--- config.mk ---
export PLATFORM = sky130hd
export DESIGN_NAME = ctvi_ctrl
export DESIGN_NICKNAME = d
export VERILOG_FILES = /design/src/design/ctvi_pkg.sv /design/src/design/ctvi_ctrl.sv
export VERILOG_INCLUDE_DIRS = /design/src /design/src/design
export SDC_FILE = /design/constraint.sdc
export NUM_CORES = 1
export LEC_CHECK = 0
export BUFFER_PORTS_ARGS = -buffer_cell sky130_fd_sc_hd__buf_2
export CORE_MARGIN = 10
export CORE_UTILIZATION = 35
export CTS_BUF_LIST = sky130_fd_sc_hd__clkbuf_16
export CTS_CLUSTER_DIAMETER = 50
export DETAILED_ROUTE_END_ITERATION = 8
export PLACE_DENSITY = 0.59
export SLEW_MARGIN = 20
export SYNTH_ARGS = -nofsm -noshare
export SYNTH_HDL_FRONTEND = slang
export SYNTH_SLANG_ARGS = --single-unit
--- constraint.sdc ---
create_clock -name clk -period 2.38 [get_ports clk]
set_input_delay 0.119 -clock clk [delete_from_list [all_inputs] [get_ports clk]]
set_output_delay 0.119 -clock clk [all_outputs]
set_load 0.005 [all_outputs]
--- src/design/cosine_topk_vector_index_top_macros.svh ---
// ----------------------------------------------------------------------------
// Assertion macros for the cosine top-k vector index.
// Every check is clocked by clk and disabled while rst_n is low.
// ----------------------------------------------------------------------------
`ifndef COSINE_TOPK_VECTOR_INDEX_TOP_MACROS_SVH
`define COSINE_TOPK_VECTOR_INDEX_TOP_MACROS_SVH
`ifndef NO_ASSERTIONS
`define CTVI_ASSERT(lbl, prop, msg) \
  lbl: assert property (@(posedge clk) disable iff (!rst_n) prop) else $error(msg);
`define CTVI_NEVER(lbl, cond, msg) \
  lbl: assert property (@(posedge clk) disable iff (!rst_n) !(cond)) else $error(msg);
`else
`define CTVI_ASSERT(lbl, prop, msg)
`define CTVI_NEVER(lbl, cond, msg)
`endif
`endif

--- src/design/ctvi_pkg.sv ---
`timescale 1ns / 1ps
// ----------------------------------------------------------------------------
// ctvi_pkg
// Shared constants, codes and controller/datapath interface types.
// ----------------------------------------------------------------------------
package ctvi_pkg;

  localparam int DEF_TABLE_ENTRIES = 64;
  localparam int DEF_MAX_LENGTH    = 256;
  localparam int DEF_TOP_LIMIT     = 16;

  localparam int VLEN_W     = 9;
  localparam int VLEN_RESET = 256;
  localparam int ID_W       = 64;
  localparam int ELEM_W     = 16;
  localparam int SCORE_W    = 16;
  localparam int LIMIT_W    = 5;
  localparam int STATUS_W   = 3;
  localparam int NORM_FLOOR = 11;
  localparam int ROOT_SHIFT = 30;

  localparam logic [1:0] MODE_ADD    = 2'd0;
  localparam logic [1:0] MODE_REMOVE = 2'd1;
  localparam logic [1:0] MODE_SEARCH = 2'd2;

  typedef enum logic [STATUS_W-1:0] {
    STS_ADDED     = 3'd0,
    STS_WRONG_LEN = 3'd1,
    STS_FULL      = 3'd2,
    STS_REMOVED   = 3'd3,
    STS_NOT_FOUND = 3'd4,
    STS_HIT       = 3'd5,
    STS_NO_HITS   = 3'd6
  } status_t;

  typedef enum logic [1:0] {
    MUL_P = 2'd0,
    MUL_D = 2'd1,
    MUL_T = 2'd2
  } mul_sel_t;

  typedef struct packed {
    logic     latch;
    logic     elem_wr;
    logic     cnt_clr;
    logic     scan_clr;
    logic     scan_en;
    logic     rm_clear;
    logic     sel_slot;
    logic     copy_clr;
    logic     copy_en;
    logic     add_commit;
    logic     sr_init;
    logic     slot_next;
    logic     acc_clr;
    logic     acc_en;
    logic     mul_start;
    mul_sel_t mul_sel;
    logic     save_p;
    logic     save_r;
    logic     root_clr;
    logic     sq_en;
    logic     root_step;
    logic     ins_en;
    logic     k_next;
    logic     emit;
    status_t  code;
  } cmd_t;

  typedef struct packed {
    logic len_ok;
    logic scan_done;
    logic found;
    logic free_ok;
    logic copy_done;
    logic acc_done;
    logic score_zero;
    logic mul_done;
    logic root_last;
    logic slot_end;
    logic slot_vld;
    logic lim_zero;
    logic out_last;
  } sts_t;

  function automatic int clogm(input int x);
    return (x > 1) ? $clog2(x) : 1;
  endfunction

endpackage

--- src/design/ctvi_ctrl.sv ---
`timescale 1ns / 1ps
// ----------------------------------------------------------------------------
// ctvi_ctrl
// Sequencer for element intake, add, remove, search scoring and result output.
// ----------------------------------------------------------------------------
`include "cosine_topk_vector_index_top_macros.svh"
module ctvi_ctrl
  import ctvi_pkg::*;
(
  input  logic       clk,
  input  logic       rst_n,
  input  logic       start,
  input  logic [1:0] in_mode,
  input  logic       in_last_element,
  input  sts_t       sts,
  output cmd_t       cmd_o,
  output logic       busy
);

  typedef enum logic [21:0] {
    S_IDLE     = 22'h000001,
    S_RM_SCAN  = 22'h000002,
    S_RM_DONE  = 22'h000004,
    S_ADD_CHK  = 22'h000008,
    S_ADD_SCAN = 22'h000010,
    S_ADD_SEL  = 22'h000020,
    S_ADD_COPY = 22'h000040,
    S_ADD_FIN  = 22'h000080,
    S_SR_INIT  = 22'h000100,
    S_SR_SEL   = 22'h000200,
    S_SR_ACC   = 22'h000400,
    S_SR_CHK   = 22'h000800,
    S_MUL_P    = 22'h001000,
    S_START_D  = 22'h002000,
    S_MUL_D    = 22'h004000,
    S_RT_SQ    = 22'h008000,
    S_RT_ST    = 22'h010000,
    S_RT_MUL   = 22'h020000,
    S_SR_INS   = 22'h040000,
    S_OUT      = 22'h080000,
    S_OUT_RD   = 22'h100000,
    S_OUT_EM   = 22'h200000
  } state_t;

  state_t state_r;
  state_t state_nxt;
  cmd_t   cmd;

  always_ff @(posedge clk) begin
    if (!rst_n) begin
      state_r <= S_IDLE;
    end else begin
      state_r <= state_nxt;
    end
  end

  always_comb begin
    cmd       = '0;
    state_nxt = state_r;
    unique case (state_r)
      S_IDLE: begin
        if (start) begin
          cmd.latch = 1'b1;
          if (in_mode == MODE_REMOVE) begin
            cmd.scan_clr = 1'b1;
            state_nxt    = S_RM_SCAN;
          end else if ((in_mode == MODE_ADD) || (in_mode == MODE_SEARCH)) begin
            cmd.elem_wr = 1'b1;
            if (in_last_element) begin
              state_nxt = (in_mode == MODE_ADD) ? S_ADD_CHK : S_SR_INIT;
            end
          end
        end
      end
      S_RM_SCAN: begin
        cmd.scan_en = 1'b1;
        if (sts.scan_done) begin
          state_nxt = S_RM_DONE;
        end
      end
      S_RM_DONE: begin
        cmd.emit     = 1'b1;
        cmd.rm_clear = sts.found;
        cmd.code     = sts.found ? STS_REMOVED : STS_NOT_FOUND;
        state_nxt    = S_IDLE;
      end
      S_ADD_CHK: begin
        if (!sts.len_ok) begin
          cmd.emit    = 1'b1;
          cmd.code    = STS_WRONG_LEN;
          cmd.cnt_clr = 1'b1;
          state_nxt   = S_IDLE;
        end else begin
          cmd.scan_clr = 1'b1;
          state_nxt    = S_ADD_SCAN;
        end
      end
      S_ADD_SCAN: begin
        cmd.scan_en = 1'b1;
        if (sts.scan_done) begin
          state_nxt = S_ADD_SEL;
        end
      end
      S_ADD_SEL: begin
        if (sts.found || sts.free_ok) begin
          cmd.sel_slot = 1'b1;
          cmd.copy_clr = 1'b1;
          state_nxt    = S_ADD_COPY;
        end else begin
          cmd.emit    = 1'b1;
          cmd.code    = STS_FULL;
          cmd.cnt_clr = 1'b1;
          state_nxt   = S_IDLE;
        end
      end
      S_ADD_COPY: begin
        cmd.copy_en = 1'b1;
        if (sts.copy_done) begin
          state_nxt = S_ADD_FIN;
        end
      end
      S_ADD_FIN: begin
        cmd.add_commit = 1'b1;
        cmd.emit       = 1'b1;
        cmd.code       = STS_ADDED;
        cmd.cnt_clr    = 1'b1;
        state_nxt      = S_IDLE;
      end
      S_SR_INIT: begin
        cmd.sr_init = 1'b1;
        state_nxt   = S_SR_SEL;
      end
      S_SR_SEL: begin
        if (sts.slot_end) begin
          state_nxt = S_OUT;
        end else if (!sts.slot_vld) begin
          cmd.slot_next = 1'b1;
        end else begin
          cmd.acc_clr = 1'b1;
          state_nxt   = S_SR_ACC;
        end
      end
      S_SR_ACC: begin
        cmd.acc_en = 1'b1;
        if (sts.acc_done) begin
          state_nxt = S_SR_CHK;
        end
      end
      S_SR_CHK: begin
        if (sts.score_zero) begin
          cmd.slot_next = 1'b1;
          state_nxt     = S_SR_SEL;
        end else begin
          cmd.mul_start = 1'b1;
          cmd.mul_sel   = MUL_P;
          state_nxt     = S_MUL_P;
        end
      end
      S_MUL_P: begin
        if (sts.mul_done) begin
          cmd.save_p = 1'b1;
          state_nxt  = S_START_D;
        end
      end
      S_START_D: begin
        cmd.mul_start = 1'b1;
        cmd.mul_sel   = MUL_D;
        state_nxt     = S_MUL_D;
      end
      S_MUL_D: begin
        if (sts.mul_done) begin
          cmd.save_r   = 1'b1;
          cmd.root_clr = 1'b1;
          state_nxt    = S_RT_SQ;
        end
      end
      S_RT_SQ: begin
        cmd.sq_en = 1'b1;
        state_nxt = S_RT_ST;
      end
      S_RT_ST: begin
        cmd.mul_start = 1'b1;
        cmd.mul_sel   = MUL_T;
        state_nxt     = S_RT_MUL;
      end
      S_RT_MUL: begin
        cmd.mul_sel = MUL_T;
        if (sts.mul_done) begin
          cmd.root_step = 1'b1;
          state_nxt     = sts.root_last ? S_SR_INS : S_RT_SQ;
        end
      end
      S_SR_INS: begin
        cmd.ins_en    = 1'b1;
        cmd.slot_next = 1'b1;
        state_nxt     = S_SR_SEL;
      end
      S_OUT: begin
        if (sts.lim_zero) begin
          cmd.emit    = 1'b1;
          cmd.code    = STS_NO_HITS;
          cmd.cnt_clr = 1'b1;
          state_nxt   = S_IDLE;
        end else begin
          state_nxt = S_OUT_RD;
        end
      end
      S_OUT_RD: begin
        state_nxt = S_OUT_EM;
      end
      S_OUT_EM: begin
        cmd.emit   = 1'b1;
        cmd.code   = STS_HIT;
        cmd.k_next = 1'b1;
        if (sts.out_last) begin
          cmd.cnt_clr = 1'b1;
          state_nxt   = S_IDLE;
        end else begin
          state_nxt = S_OUT_RD;
        end
      end
      default: begin
        state_nxt = S_IDLE;
      end
    endcase
  end

  assign cmd_o = cmd;
  assign busy  = (state_r != S_IDLE);

  `CTVI_ASSERT(a_rm_busy, (start && !busy && in_mode == MODE_REMOVE) |=> busy, "remove not taken")
  `CTVI_NEVER(a_elem_busy, busy && cmd.elem_wr, "element written while busy")
  `CTVI_NEVER(a_commit_clear, cmd.add_commit && cmd.rm_clear, "commit and clear together")

endmodule

==> impl_results.md <==
- Setup crit start kind: register
- Synth Cell Area: 1660 um2
- Tightest Pin Transition: 0.498 ns
- Metal-1 WL: 2.32 mm
- Grt total ovfl: 0
- Worst VDD drop: 0.000330 V
- Vias/cell: 5.63
- Width of the die: 88.9 um
- Post-synth EDFFs: 0
- Required @ worst endpoint: 2.26 ns
- Sink Count: 22
- Setup slack after layout: -0.0141 ns
- Library cells used by synthesis: 55
- Hold Path Class: in -> reg
- CTS tree: done
- Final setup fails: 3
- Tmin final: 2.39 ns
- Critical Path Fanout Max: 5
- Routed length on met3: 606 um
- CTS Hold Bufs: 0
- Num CTS Buffers: 3
- Failing checks: setup timing
- Synthesized flop and latch total: 22
- Syn_nets: 226
- Max Used Layer: met4
- Rel. slew slack: 66.3%
- Final Hold Violating Endpoints: 0
- Top reg by flops: state_r
- Die Height: 88.9 um
- Reg2Reg Depth: 7
- Slew Viols, Final: 0
- Met2 wire len: 2.54 mm
- Worst Setup End Kind: output port
- DRC: 0
- FILL cells: 443
- Largest registers: state_r x22
- Register area share after synthesis: 26.5%
- CP arrival: 2.28 ns
- Sum Neg Setup Slack: -0.0232 ns
- Clock Skews: 0.00215 ns
- Iter 0 DRT Violations: 211
- Syn avg cell area: 8.01 um2
- Via count: 1881
- CTS H-tree depth: 1
- PortBufs: 47
- ANT cells: 0
- Clock latency on the worst-skew pair: 0.25 ns
- RSZ-0062 raised after global routing: true
- Asr flop ratio synth: 0%
- F_max: 418 MHz
- Crit Path Class: reg -> out
- Fin crit share: 101%
- Row count: 24
- Post-synth top flop: dfxtp_1
- End of the worst register-to-register path: state_r[16]
- Vias in the first global route: 1857
- WHS Path Cells: 2
- Reg-to-reg slack, setup: 0.10 ns
- Routed WL per cell: 16.6 um
- Clock root buffer: clkbuf_16
- Final #Nets: 303
- Placed wire-length estimate: 4.51 mm
- Clock slew at reported path FFs: 0.06 ns
- RePlAce Congestion: 0.943
- Starting Density: 37.1%
- Status: complete, but fails checks
- Largest net degree at the start of global routing: 12
- Initial antenna violation count: 0
- DRT Pass-1 Iters: 4
- Top Ports: 48
- HP Start: in_mode[1]
- ANT nets after route: 0
- CORE AREA: 4470 um2
- Max Cap Viol: 0
- Layout cells sized above 1: 40.8%
- Cell area power density: 612 nW/um2
- Cells after Synth: 207
- WHS: 0.0490 ns
- Synth warn: 0
- WHS Endpoint: state_r[3]
- Worst R2R Start: state_r[15]
- Die area: 7890 um2
- Layout Area Growth over Synthesis: 37.3%
- Static leakage: 1.13 nW
- Largest register FFs: 22
- GRT Overall Usage: 14.2%
- Max Root-Sink Buffers: 2
- Routed wire length: 5.55 mm
- First-pass GRT wire length: 9.00 mm
[placed cells by master (no fill, tap or decap), drive strengths merged, types with 4 or more instances in the layout]
| cell type | n |
|---|---|
| dfxtp | 22 |
| nand2b | 5 |
| or4 | 4 |
| nand2 | 19 |
| a21oi | 8 |
| nor4b | 5 |
| o21ai | 6 |
| and3 | 7 |
| nor3 | 8 |
| nor4 | 13 |
| inv | 12 |
| or4b | 5 |
| nand4 | 8 |
| nand3 | 9 |
| buf | 76 |
| nor2 | 28 |
[per-layer routing]
metal  up-vias  global-route usage, %
met5         -                      0
met4         0                   5.14
met3         7                   3.68
met2        78                   23.1
met1       855                   17.6
li1        941                      -
[worst max-delay path by stage]
stage                start     endpoint  cells after the start  slack (ns)
4_1_cts         state_r[0]    cmd_o[16]                      6      -0.003
2_1_floorplan  state_r[12]   state_r[0]                      7        0.36
3_3_place_gp    state_r[8]    cmd_o[16]                      6        0.15
5_1_grt        state_r[15]     cmd_o[3]                      7       -0.09
6_report       state_r[15]    cmd_o[25]                      7       -0.01
3_5_place_dp   state_r[15]  state_r[14]                      7        0.10
[repair_timing]
item                                    in CTS  in global routing
pin swaps                                    2                 15
setup buffers                                3                  8
resized for setup                            3                 12
gates cloned                                 0                  0
endpoints found under the setup margin       8                 14
[power by group]
part,switching [mW],internal [mW],total [mW]
clock,0.129,0.222,0.351
sequential,0.0224,0.383,0.406
combinational,0.333,0.304,0.637
total,0.484,0.910,1.39
[stage by stage]
step	worst slack (ns)	area, um2	power, mW	utilization [%]	cells
after CTS	-0.00322	2180	1.37	48.7	327
after detailed placement	0.104	2080	0.995	46.4	321
after floorplan	0.359	1660	0.752	-	207
after global placement	0.146	2080	1.00	46.4	321
final	-0.0141	2280	1.39	50.9	334
after global routing	-0.0893	2280	1.47	50.9	334
[cells in the mapped netlist (5+ instances only)]
library cell / count / share of area [%]
nand4_1: 7 / 2.6
dfxtp_1: 22 / 27
a21oi_1: 5 / 1.5
nor2_1: 28 / 6.3
nor4_1: 8 / 3.0
nor3_1: 8 / 2.4
and3_1: 7 / 2.6
nand3_1: 8 / 2.4
nor4b_1: 5 / 2.6
inv_1: 12 / 2.7
nand2_1: 18 / 4.1
nand2b_1: 5 / 1.9
o21ai_0: 5 / 1.5
[cells by family after synthesis]
group / synth area share (%)
DFF: 26.5
AOI/OAI and AO/OA: 16.4
xor gates and xnor gates: 2.11
buffers and inverters: 4.30
and+or+nand+nor: 50.7
[final cells by class]
cell class / instances / area (um2) / area share (%)
well taps: 52 / 65.1 / 2.86
clock buffers: 3 / 75.1 / 3.29
inverters: 12 / 45.0 / 1.98
flip-flops and latches: 22 / 444 / 19.5
multi-input cells: 169 / 1190 / 52.2
repair buffers: 76 / 459 / 20.2
[critical path: stages (launching register included)]
cell and delay (ns):
dfxtp_4 0.35, or4_4 0.57, nor4_4 0.37, buf_4 0.19
and4b_2 0.28, a21oi_2 0.07, nand3_1 0.06, buf_2 0.12
Power figures use the tool's default switching activity.
